## config.mk

```make
export PLATFORM = sky130hd
export DESIGN_NAME = gli_ctrl
export DESIGN_NICKNAME = d
export VERILOG_FILES = /design/src/rtl/gap_linear_interpolator_top_macros.svh /design/src/rtl/gli_pkg.sv /design/src/rtl/gli_ctrl.sv
export SDC_FILE = /design/constraint.sdc
export NUM_CORES = 1
export LEC_CHECK = 0
export ABC_AREA = 1
export BUFFER_PORTS_ARGS = -buffer_cell sky130_fd_sc_hd__buf_2
export CAP_MARGIN = 40
export CORE_AREA = 2 2 39 41
export DETAILED_ROUTE_END_ITERATION = 6
export DIE_AREA = 0 0 41 43
export PLACE_DENSITY = 0.5
export SLEW_MARGIN = 40
export SYNTH_ARGS = -nofsm -noshare
export SYNTH_HDL_FRONTEND = slang
export SYNTH_SLANG_ARGS = --single-unit
```

## constraint.sdc

```tcl
create_clock -name clk -period 1 [get_ports clk]
set_input_delay 0.2 -clock clk [delete_from_list [all_inputs] [get_ports clk]]
set_output_delay 0.2 -clock clk [all_outputs]
set_load 0.02 [all_outputs]
```

## src/rtl/gap_linear_interpolator_top_macros.svh

```systemverilog
// Assertion helpers used by the interpolator datapath.
`ifndef GAP_LINEAR_INTERPOLATOR_TOP_MACROS_SVH
`define GAP_LINEAR_INTERPOLATOR_TOP_MACROS_SVH

// Same-cycle implication, disabled while reset is asserted.
`define GLI_ASSERT_NOW(label, clk, rst_n, ante, cons, msg) \
	label: assert property (@(posedge clk) disable iff (!rst_n) (ante) |-> (cons)) \
		else $error(msg);

// Next-cycle implication, disabled while reset is asserted.
`define GLI_ASSERT_NEXT(label, clk, rst_n, ante, cons, msg) \
	label: assert property (@(posedge clk) disable iff (!rst_n) (ante) |=> (cons)) \
		else $error(msg);

`endif

```

## src/rtl/gli_pkg.sv

```systemverilog
`timescale 1ns / 1ps
package gli_pkg;

	localparam int GLI_GAP_DEPTH = 64;
	localparam int TIME_W        = 48;
	localparam int VALUE_W       = 32;
	localparam int PROD_W        = 81;
	localparam int QUO_W         = 35;
	localparam logic [QUO_W-1:0] QCAP = 35'h4_0000_0000;

	typedef struct packed {
		logic [TIME_W-1:0]         sample_time;
		logic signed [VALUE_W-1:0] sample_value;
		logic                      is_missing;
	} in_item_t;

	typedef struct packed {
		logic [TIME_W-1:0]         point_time;
		logic signed [VALUE_W-1:0] predicted_value;
		logic signed [VALUE_W-1:0] true_value;
		logic [63:0]               squared_error;
		logic [63:0]               error_total;
		logic [31:0]               missing_total;
		logic                      overflowed;
		logic                      last;
	} out_item_t;

	typedef enum logic [3:0] {
		ST_IDLE,
		ST_READ,
		ST_OFF,
		ST_MLO,
		ST_MHI,
		ST_DINIT,
		ST_DIV,
		ST_PRED,
		ST_ERR,
		ST_EMIT
	} state_t;

	typedef struct packed {
		logic store;
		logic anchor;
		logic start;
		logic off;
		logic mlo;
		logic mhi;
		logic dinit;
		logic div_step;
		logic pred;
		logic err;
		logic emit;
		logic finish;
	} cmd_t;

	typedef struct packed {
		logic gap_pending;
		logic div_last;
		logic idx_last;
		logic out_free;
	} status_t;

endpackage

```

## src/rtl/gli_ctrl.sv

```systemverilog
`timescale 1ns / 1ps
module gli_ctrl import gli_pkg::*; (
	input  logic    clk,
	input  logic    arst_n,
	input  logic    in_valid,
	input  logic    in_missing,
	output logic    in_ready,
	input  status_t status,
	output cmd_t    cmd
);
	state_t state_q, state_d;

	always_ff @(posedge clk or negedge arst_n) begin
		if (!arst_n) begin
			state_q <= ST_IDLE;
		end else begin
			state_q <= state_d;
		end
	end

	always_comb begin
		state_d  = state_q;
		cmd      = '0;
		in_ready = 1'b0;
		case (state_q)
			ST_IDLE: begin
				in_ready = 1'b1;
				if (in_valid) begin
					if (in_missing) begin
						cmd.store = 1'b1;
					end else if (status.gap_pending) begin
						cmd.start = 1'b1;
						state_d   = ST_READ;
					end else begin
						cmd.anchor = 1'b1;
					end
				end
			end
			ST_READ:  state_d = ST_OFF;
			ST_OFF: begin
				cmd.off = 1'b1;
				state_d = ST_MLO;
			end
			ST_MLO: begin
				cmd.mlo = 1'b1;
				state_d = ST_MHI;
			end
			ST_MHI: begin
				cmd.mhi = 1'b1;
				state_d = ST_DINIT;
			end
			ST_DINIT: begin
				cmd.dinit = 1'b1;
				state_d   = ST_DIV;
			end
			ST_DIV: begin
				cmd.div_step = 1'b1;
				if (status.div_last) begin
					state_d = ST_PRED;
				end
			end
			ST_PRED: begin
				cmd.pred = 1'b1;
				state_d  = ST_ERR;
			end
			ST_ERR: begin
				cmd.err = 1'b1;
				state_d = ST_EMIT;
			end
			ST_EMIT: begin
				if (status.out_free) begin
					cmd.emit = 1'b1;
					if (status.idx_last) begin
						cmd.finish = 1'b1;
						state_d    = ST_IDLE;
					end else begin
						state_d = ST_READ;
					end
				end
			end
			default: state_d = ST_IDLE;
		endcase
	end
endmodule

```

**Yosys cells after proc, flatten, opt, wreduce, memory -nomap -nowiden**

Index checks and enable logic that the tools add are counted.

- Flip-flop bits (word level): 4
- Word-level logic and storage cells: 41
- Bits of input ports: 8
- Output and inout bits: 13

- Mux-type cells: 24
- Reduce and logical (&&, ||, !) cells: 2
- Equality and inequality tests: 14

Operators by type and width:

| kind | count |
|---|---|
| case mux 4 bit (10 select lines) | 1 |
| 2-to-1 mux 4 bit | 5 |
| equality test 4 x 3 -> 1 bit, second input constant | 4 |
| 2-to-1 mux 1 bit | 13 |
| != test 2 bit, second input constant | 5 |
| equality test 4 x 2 -> 1 bit, second input constant | 2 |
| equality test 4 bit, second input constant | 2 |
| 2-to-1 mux 2 bit | 3 |
| 2-to-1 mux 3 bit | 2 |
| AND reduction 5 bit | 1 |
| equality test 4 x 1 -> 1 bit, second input constant | 1 |
| logical NOT 4 bit | 1 |

**Longest topological paths before layout**

Gate-level depths: netlist of the first run.

- Depth after elaboration: 4
- Mapped depth: 7
- Mapped depth without buffers: 7

**Least setup slack after synthesis of the first run**

OpenSTA, ideal clock, no wires.

- Path type: reg-to-output
- Start: register state_q[0]
- End: output cmd[10] in the netlist's numbering
- Data required time: 800 ps
- Setup slack: -385 ps
- Cell stages (with the launch flop): 4
- Arrival: 1185 ps
- Buffers on the path: 0
- Cells stage by stage: dfrtp_1 -> nor2_1 -> nand2_2 -> nor3_1

RTL lines:

| item | line | source |
|---|---|---|
| from (decl) | gli_ctrl.sv:11 | `state_t state_q, state_d;` |
| from (signal assigned) | gli_ctrl.sv:17 | `state_q <= state_d;` |
| to (decl) | gli_ctrl.sv:9 | `output cmd_t cmd` |

==> results of run 1 <==
[final timing paths]
kind | start | to | slack, ns | cells past startpoint
setup reg to reg | state_q[3] | state_q[0] | -0.28 | 9
hold reg to reg | state_q[3] | state_q[1] | 0.53 | 1
max in group asynchronous | arst_n | state_q[0] | 0.59 | 2
min in group clk | status[1] | state_q[0] | 0.37 | 6
hold / removal | arst_n | state_q[1] | 0.28 | 2
setup / recovery | state_q[2] | cmd[4] | -0.44 | 5
[worst max-delay path: cells and delay by family, from the launching register on]
kind,cells,cell delay (ns)
flip-flops,1,0.43
buffers and inverters,3,0.28
AND/OR/NAND/NOR,2,0.27
[metal layers]
metal | up-vias | GRT usage [%] | wire length (um)
li1 | 251 | - | -
met1 | 214 | 17.8 | 412
met2 | 14 | 25.6 | 603
met3 | 3 | 1.57 | 43
met4 | 0 | 10.0 | 21
met5 | - | 0 | 0
[power by group through the flow]
| stage | logic [mW] | registers (mW) | clock network (mW) |
|---|---|---|---|
| floorplan | 0.958 | 0.432 | 0 |
| global placement | 1.46 | 0.426 | 0 |
| detailed placement | 1.47 | 0.422 | 0 |
| CTS | 1.83 | 0.429 | 0.240 |
| global route | 2.02 | 0.445 | 0.249 |
| finish | 1.87 | 0.432 | 0.229 |
[cells by family (layout without fill, tap and decap cells)]
family | after synthesis | count (layout)
simple gates | 35 | 35
flops | 4 | 4
compound gates | 3 | 3
buf+inv | 14 | 54
[what timing repair did]
action                     4_1_cts  5_1_grt
setup buffers                    4        2
gates cloned                     0        0
pin swaps                        7        3
hold endpoints to repair         4        0
gates resized for setup         33        0
hold buffers                     1        0
setup endpoints to repair       16       17
[area by class of cell]
class / instances / area, um2 / share of cell area [%]
Multi-Input combinational cell: 38 / 330 / 39.6
Inverter: 14 / 55.1 / 6.61
Tap cell: 16 / 20.0 / 2.40
Clock buffer: 4 / 26.3 / 3.15
Sequential cell: 4 / 105 / 12.6
Timing Repair Buffer: 36 / 297 / 35.6
[cell usage in the layout, fill, tap and decap left out]
cell type | netlist | routed
buf_4 | 0 | 17
a21oi_1 | 2 | 2
nand2_1 | 8 | 7
nand3_2 | 0 | 1
nor3_1 | 7 | 1
inv_2 | 2 | 6
nor3_4 | 0 | 6
nor2_4 | 1 | 10
inv_1 | 12 | 7
buf_2 | 0 | 7
clkbuf_1 | 0 | 1
o21bai_1 | 1 | 1
inv_4 | 0 | 1
nor3_2 | 1 | 1
clkbuf_4 | 0 | 3
dfrtp_2 | 0 | 4
nand3_1 | 3 | 2
nor2_1 | 11 | 5
nand2_4 | 0 | 2
buf_6 | 0 | 11
dlygate4sd3_1 | 0 | 1
==> results.toml, run 1 <==
[grt]
grt_pass1_wl_um = 1850
grt_pass1_vias = 478
antenna_found_initial = 0
grt_max_degree = 6
grt-ovfl-total = 0
track_usage_pct = 15.6

[critical_path]
critPathMaxStageDelay_ns = 0.43
cp.required_ns = 0.80
crit_chain = "inv_2, nor2_4, inv_4, nor3_4, buf_6"
end_kind = "output port"
critPathKind = "register to output port"
cp_max_fo = 5
critical_path_arrival_ns = 1.24
crit_slowest_cell = "dfrtp_2"
cp-start-kind = "register"

[clock_tree]
numCtsBuffers = 3
insertion_delay_ns = 0.25
cts_root_buf = "clkbuf_4"
cts_tree = "done"
h-tree-depth = 1
cts.sinks = 4
clockBufferDepth = 2
clkTransAtPathRegs_ns = 0.04

[synth]
syn_inst = 56
synth_top_area_cell = "dfrtp_1"
yosysSeqAreaShare_pct = 29.6
syn_avg_cell_area_um2 = 6.03
synth_edf_count = 0
synthAdderAreaFrac_pct = 0
synth_top_area_share_pct = 29.6
syn_nets = 64
synth_most_common_cell = "inv_1"
synthXorXnorAreaFrac_pct = 0
synth_top_family_by_area = "simple AND/OR/NAND/NOR gates"
synth.area.top_cells = "dfrtp_1, inv_1, nor2_1, nor3_1, nand2_1"
synth_area_um2 = 338
ys_types = 13
synth_mux_area_share_pct = 0
synth_compound_area_share_pct = 5.19
ys_ff_latch = 4
synth_commonest_cells = "inv_1, nor2_1, nand2_1, nor3_1, dfrtp_1"
synth_flop_cell = "dfrtp_1"
postSynth.asyncResetShare_pct = 100
synth-simple-area-share_pct = 49.6
yosysWarnings = 0

[power]
p_sw_share_pct = 49.7
total_power_mw = 2.53
power.share.clock_pct = 9.1
p_sw_mw = 1.25
p_comb_share_pct = 73.9
power_density_nw_per_um2 = 3030
p_seq_share_pct = 17.1
power.leakage_nw = 0.435
internal_power_mw = 1.27
vdd_drop_max_uv = 1670

[timing]
period_share_pct = 144
setup_ws_ns = -0.436
tns_ns = -5.83
fmax_mhz = 696
max_slew.worst_pin.slew_ns = 0.222
relSlewSlack_pct = 85.2
final-hold-violation-count = 0
report.final.slew_viol_count = 0
whs_ns = 0.276
setup_viol = 16
finalClockSkew_ns = 0.0101
layout_min_cycle_time_ns = 1.44
rsz0062_at_grt = "yes"

[placement]
place_congestion = 0.690
dpl_cell_area_um2 = 654
place_inst = 101
hpwl_um = 801
portBuffers = 20
pre_cts_ws_ns = -0.265

[final_layout]
layout.nets = 105
largest_reg_flops = 4
antennaDiodeCount = 0
reg_top3 = "state_q x4"
utilization_pct = 60.2
drive_gt1_share_pct = 71.9
stdcell_area_um2 = 833
areaGrowthSynthToFinish_pct = 147
regMostFlops = "state_q"
n_fill_cell = 144
stdcell_count = 112

[floorplanning]
rows = 14
start_util_pct = 24.4
die_x_um = 41
die_y_um = 43
ios = 21
die-area_um2 = 1760
coreArea_um2 = 1380

[detailed_routing]
ant_nets = 0
drc_errors = 0
viasPerCell = 4.30
drt_first_iter_violations = 7
firstDrtPassIters = 2
routedWlPerCell_um = 9.64
vias = 482
routed_wl_um = 1080

[min_path]
hp-class = "input port to async pin"

[status]
failed_checks = "setup timing"
outcome = "complete, but fails checks"

[job]
cap_violations = 0
(Power assumes the default switching activity.)
==> inputs of run 2 (changes only) <==
--- a/config.mk
+++ b/config.mk
@@ -11,7 +11,7 @@
 export CORE_AREA = 2 2 39 41
 export DETAILED_ROUTE_END_ITERATION = 6
 export DIE_AREA = 0 0 41 43
-export PLACE_DENSITY = 0.5
+export PLACE_DENSITY = 0.64
 export SLEW_MARGIN = 40
 export SYNTH_ARGS = -nofsm -noshare
 export SYNTH_HDL_FRONTEND = slang
==> run 2 against run 1 <==
Against the previous run: non-clock buffer count is 1 higher; the flow still finishes with violations (setup timing); maximum frequency is 0.87% lower; sequential power rose by 3%; critical path depth did not move.
==> results.toml, run 2 (synthesized netlist as in run 1, its figures left out) <==
[final_layout]
regMostFlops = "state_q"
areaGrowthSynthToFinish_pct = 159
utilization_pct = 63.1
layout_commonest_cell = "buf_6"
multi_input_area_um2 = 348
drive_gt1_share_pct = 76.3
largest_reg_flops = 4
stdcell_area_um2 = 873
antennaDiodeCount = 0
n_fill_cell = 122
layout.nets = 106
final_cell_mix = "buf_6, buf_4, nor2_4"
reg_top3 = "state_q x4"
seq_area_um2 = 105

[floorplanning]
ios = 21
die_y_um = 43
rows = 14
coreArea_um2 = 1380
die_x_um = 41
die-area_um2 = 1760
start_util_pct = 24.4

[timing]
setup_ws_ns = -0.449
relSlewSlack_pct = 84.7
fmax_mhz = 690
layout_min_cycle_time_ns = 1.45
rsz0062_at_grt = "yes"
finalClockSkew_ns = 0.00696
period_share_pct = 145
max_slew.worst_pin.slew_ns = 0.229
final-hold-violation-count = 0
report.final.slew_viol_count = 0
setup_viol = 15
tns_ns = -5.57

[grt]
grt_pass1_wl_um = 2020
grt-ovfl-total = 0
grt_pass1_vias = 502
track_usage_pct = 16.8
grt_max_degree = 6
antenna_found_initial = 0

[clock_tree]
numCtsBuffers = 3
insertion_delay_ns = 0.24
clkTransAtPathRegs_ns = 0.04
cts.sinks = 4
clockBufferDepth = 2
cts_root_buf = "clkbuf_4"
cts_tree = "done"
h-tree-depth = 1

[critical_path]
cp_max_fo = 5
critical_path_arrival_ns = 1.25
crit_slowest_cell = "dfrtp_2"
cp.required_ns = 0.80
r2r_slack_ns = -0.22
critPathMaxStageDelay_ns = 0.44
critPathKind = "register to output port"
crit_chain = "inv_2, nor2_4, inv_4, nor3_4, buf_6"
end_kind = "output port"
cp-start-kind = "register"
reg2reg_depth = 7

[job]
cap_violations = 0

[detailed_routing]
vias = 512
drt_first_iter_violations = 5
viasPerCell = 4.53
drc_errors = 0
routed_wl_um = 1200
ant_nets = 0
routedWlPerCell_um = 10.6
firstDrtPassIters = 4

[placement]
place_congestion = 0.758
dpl_cell_area_um2 = 662
pre_cts_ws_ns = -0.283
portBuffers = 20
hpwl_um = 910

[status]
outcome = "complete, but fails checks"
failed_checks = "setup timing"

[power]
power_density_nw_per_um2 = 3030
total_power_mw = 2.64
power.leakage_nw = 0.447
vdd_drop_max_uv = 1490

[min_path]
hp-class = "input port to async pin"
run 2: cell types whose count changed in the layout (fill, tap and decap cells not counted), sizes merged:
cell | before | now
buf | 35 | 36
run 2: timing repair:
| action | CTS | global route |
|---|---|---|
| setup endpoints to repair | 16 | 17 |
| gates resized for setup | 41 | 1 |
| pin swaps | 6 | 3 |
| cloned | 0 | 0 |
| endpoints found under the hold margin | 4 | 0 |
| hold buffers | 1 | 0 |
| setup buffers | 6 | 1 |
run 2: area by class of cell:
| cell class | count | share of cell area, % |
|---|---|---|
| well taps | 16 | 2.29 |
| repair buffers | 37 | 36.5 |
| flip-flops and latches | 4 | 12.0 |
| inverters | 14 | 6.30 |
| clock buffers | 4 | 3.01 |
| multi-input cells | 38 | 39.8 |
run 2: stage by stage:
step / hold WS [ns] / std cells
finish: 0.316 / 113
global route: 0.321 / 113
detailed placement: 0.00578 / 102
CTS: 0.289 / 112
floorplan: -0.0956 / 56
global placement: 0.00463 / 102
run 2: report_power, final:
part           switching (mW)  internal [mW]
registers               0.186          0.261
logic                    1.07          0.914
clock network          0.0671          0.150
run 2: worst max-delay path: cells and delay by family (launching register included):
kind          cells  cell delay [ns]
flops             1             0.44
simple gates      2             0.28
buf+inv           3             0.29
run 2: worst paths after layout:
path / endpoint / from
setup / recovery: cmd[4] / state_q[2]
min in group clk: state_q[0] / status[1]
max in group asynchronous: state_q[1] / arst_n
hold reg to reg: state_q[1] / state_q[3]
hold / removal: state_q[0] / arst_n
setup reg to reg: state_q[0] / state_q[0]
run 2: per-layer routing:
layer  routed length, um  vias up  global-route usage (%)
li1                    -      255                       -
met1                 406      239                    16.2
met2                 726       16                    33.8
met3                  49        2                       0
met4                  17        0                    6.00
met5                   0        -                       0
==> inputs of run 3 (changes only) <==
--- a/config.mk
+++ b/config.mk
@@ -8,10 +8,12 @@
 export ABC_AREA = 1
 export BUFFER_PORTS_ARGS = -buffer_cell sky130_fd_sc_hd__buf_2
 export CAP_MARGIN = 40
-export CORE_AREA = 2 2 39 41
+export CELL_PAD_IN_SITES_DETAIL_PLACEMENT = 0
+export CELL_PAD_IN_SITES_GLOBAL_PLACEMENT = 1
+export CORE_MARGIN = 1
+export CORE_UTILIZATION = 22
 export DETAILED_ROUTE_END_ITERATION = 6
-export DIE_AREA = 0 0 41 43
-export PLACE_DENSITY = 0.64
+export PLACE_DENSITY = 0.79
 export SLEW_MARGIN = 40
 export SYNTH_ARGS = -nofsm -noshare
 export SYNTH_HDL_FRONTEND = slang
==> run 3 against run 2 <==
Against the previous run: the run still ends with setup timing left; critical path depth did not move; clock power barely moved; combinational power rose by 14%; global-route usage rose by 0.67 points; cell count rose by 0.88%; design area rose by 3.9%; worst setup slack got worse by 0.041 ns; via count fell by 2.3%; hold slack improved by 0.0081 ns; die area fell by 3.8%; register-to-register slack got worse by 0.06 ns.
==> results.toml, run 3 (synthesized netlist as in run 1, its figures left out) <==
[status]
outcome = "complete, but fails checks"
failed_checks = "setup timing"

[critical_path]
r2r-end = "state_q[0]"
cp-start-kind = "register"
crit_slowest_cell = "dfrtp_2"
cp_top_family = "flip-flops"
critPathBufInv = 2
critical_path_arrival_ns = 1.29
timing.rr.start = "state_q[2]"
cp_max_fo = 3
reg2reg_depth = 10
crit_chain = "buf_12, nor2_4, nand2_4, nor3_4, buf_6"
critPathKind = "register to output port"
r2r_slack_ns = -0.28
cp.required_ns = 0.80
end_kind = "output port"
critPathMaxStageDelay_ns = 0.44

[grt]
antenna_found_initial = 0
grt_max_degree = 6
track_usage_pct = 17.5
grt_pass1_vias = 460
grt-ovfl-total = 0
grt_pass1_wl_um = 1880

[detailed_routing]
drc_errors = 0
vias = 500
viasPerCell = 4.39
firstDrtPassIters = 2
routedWlPerCell_um = 12.0
drt_first_iter_violations = 2
ant_nets = 0
routed_wl_um = 1360

[floorplanning]
rows = 13
die_y_um = 41.2
coreArea_um2 = 1370
start_util_pct = 24.7
ios = 21
die_x_um = 41.2
die-area_um2 = 1700

[timing]
setup_viol = 17
whs_ns = 0.324
period_share_pct = 149
final-hold-violation-count = 0
layout_min_cycle_time_ns = 1.49
report.final.slew_viol_count = 0
rsz0062_at_grt = "yes"
fmax_mhz = 671
max_slew.worst_pin.slew_ns = 0.243
setup_ws_ns = -0.490
finalClockSkew_ns = 0.00485
relSlewSlack_pct = 83.7

[clock_tree]
numCtsBuffers = 3
cts_root_buf = "clkbuf_4"
clkTransAtPathRegs_ns = 0.04
insertion_delay_ns = 0.23
cts.sinks = 4
cts_tree = "done"
h-tree-depth = 1
clockBufferDepth = 2

[placement]
dpl_cell_area_um2 = 668
place_congestion = 0.724
place_inst = 102
portBuffers = 20
hpwl_um = 885

[final_layout]
regMostFlops = "state_q"
stdcell_area_um2 = 907
layout.nets = 108
drive_gt1_share_pct = 76.8
stdcell_count = 114
reg_top3 = "state_q x4"
n_fill_cell = 110
areaGrowthSynthToFinish_pct = 169
final_cell_mix = "buf_6, buf_4, nor2_4"
largest_reg_flops = 4
antennaDiodeCount = 0
layout_commonest_cell = "buf_6"

[power]
power_density_nw_per_um2 = 3190
vdd_drop_max_uv = 1400
power.leakage_nw = 0.462

[min_path]
hp-class = "input port to async pin"

[job]
cap_violations = 0
-- run 3: cell types whose count changed in the layout (fill, tap and decap cells not counted) --
| cell | before | now |
|---|---|---|
| buf_6 | 15 | 17 |
| buf_12 | 0 | 1 |
| buf_4 | 14 | 13 |
| inv_2 | 6 | 5 |
| inv_4 | 1 | 2 |
| nand3_1 | 2 | 1 |
| nand3_2 | 1 | 2 |
| nor2_1 | 3 | 4 |
| nor2_4 | 11 | 10 |
-- run 3: layer usage --
layer / GRT usage, % / vias up / part of all wire (%)
met5: 0 / - / 0
met4: 7.26 / 0 / 0
met3: 3.26 / 0 / 2.8
met2: 31.6 / 11 / 58
met1: 19.7 / 232 / 39
li1: - / 257 / -
-- run 3: worst max path at each step --
stage,startpoint,depth (start not counted),end
finish,state_q[1],5,cmd[0]
global route,state_q[0],4,cmd[9]
CTS,state_q[0],4,cmd[2]
detailed placement,state_q[1],4,cmd[2]
global placement,state_q[2],5,cmd[4]
floorplan,state_q[1],3,cmd[10]
-- run 3: worst reg2reg max path: stages (launching register included) --
cell,delay [ns]
dfrtp_2,0.45
inv_2,0.09
nor2_4,0.05
buf_6,0.11
buf_6,0.10
buf_6,0.10
nand3_2,0.05
nand2_1,0.04
nor2_1,0.09
nand2_1,0.05
nand2_1,0.06
-- run 3: metrics by stage --
stage                     util [%]  total power, mW  TNS, ns  setup WS (ns)
after floorplan                  -             1.39    -1.67         -0.173
after global placement        48.9             1.92    -2.60         -0.256
after detailed placement      48.9             1.94    -2.73         -0.266
after CTS                     61.4             2.59    -5.61         -0.455
after global routing          66.4             3.08    -6.90         -0.539
final                         66.4             2.89    -6.05         -0.490
-- run 3: cell type report --
cell class	instances	area (um2)	area share (%)
timing repair buffer	39	354	39.0
multi-input combinational	38	345	38.1
sequential	4	105	11.6
inverter	14	57.6	6.34
clock buffer	4	26.3	2.90
tap	15	18.8	2.07
-- run 3: timing repair --
item / 4_1_cts / 5_1_grt
hold buffers: 1 / 0
pin swaps: 5 / 7
resized for setup: 35 / 9
hold endpoints to repair: 4 / 0
setup buffers: 4 / 5
cloned: 0 / 0
setup endpoints to repair: 16 / 17
-- run 3: report_power, final --
part	internal [mW]	total, mW	switching (mW)
logic	1.07	2.25	1.17
clock network	0.150	0.218	0.0679
registers	0.261	0.428	0.167
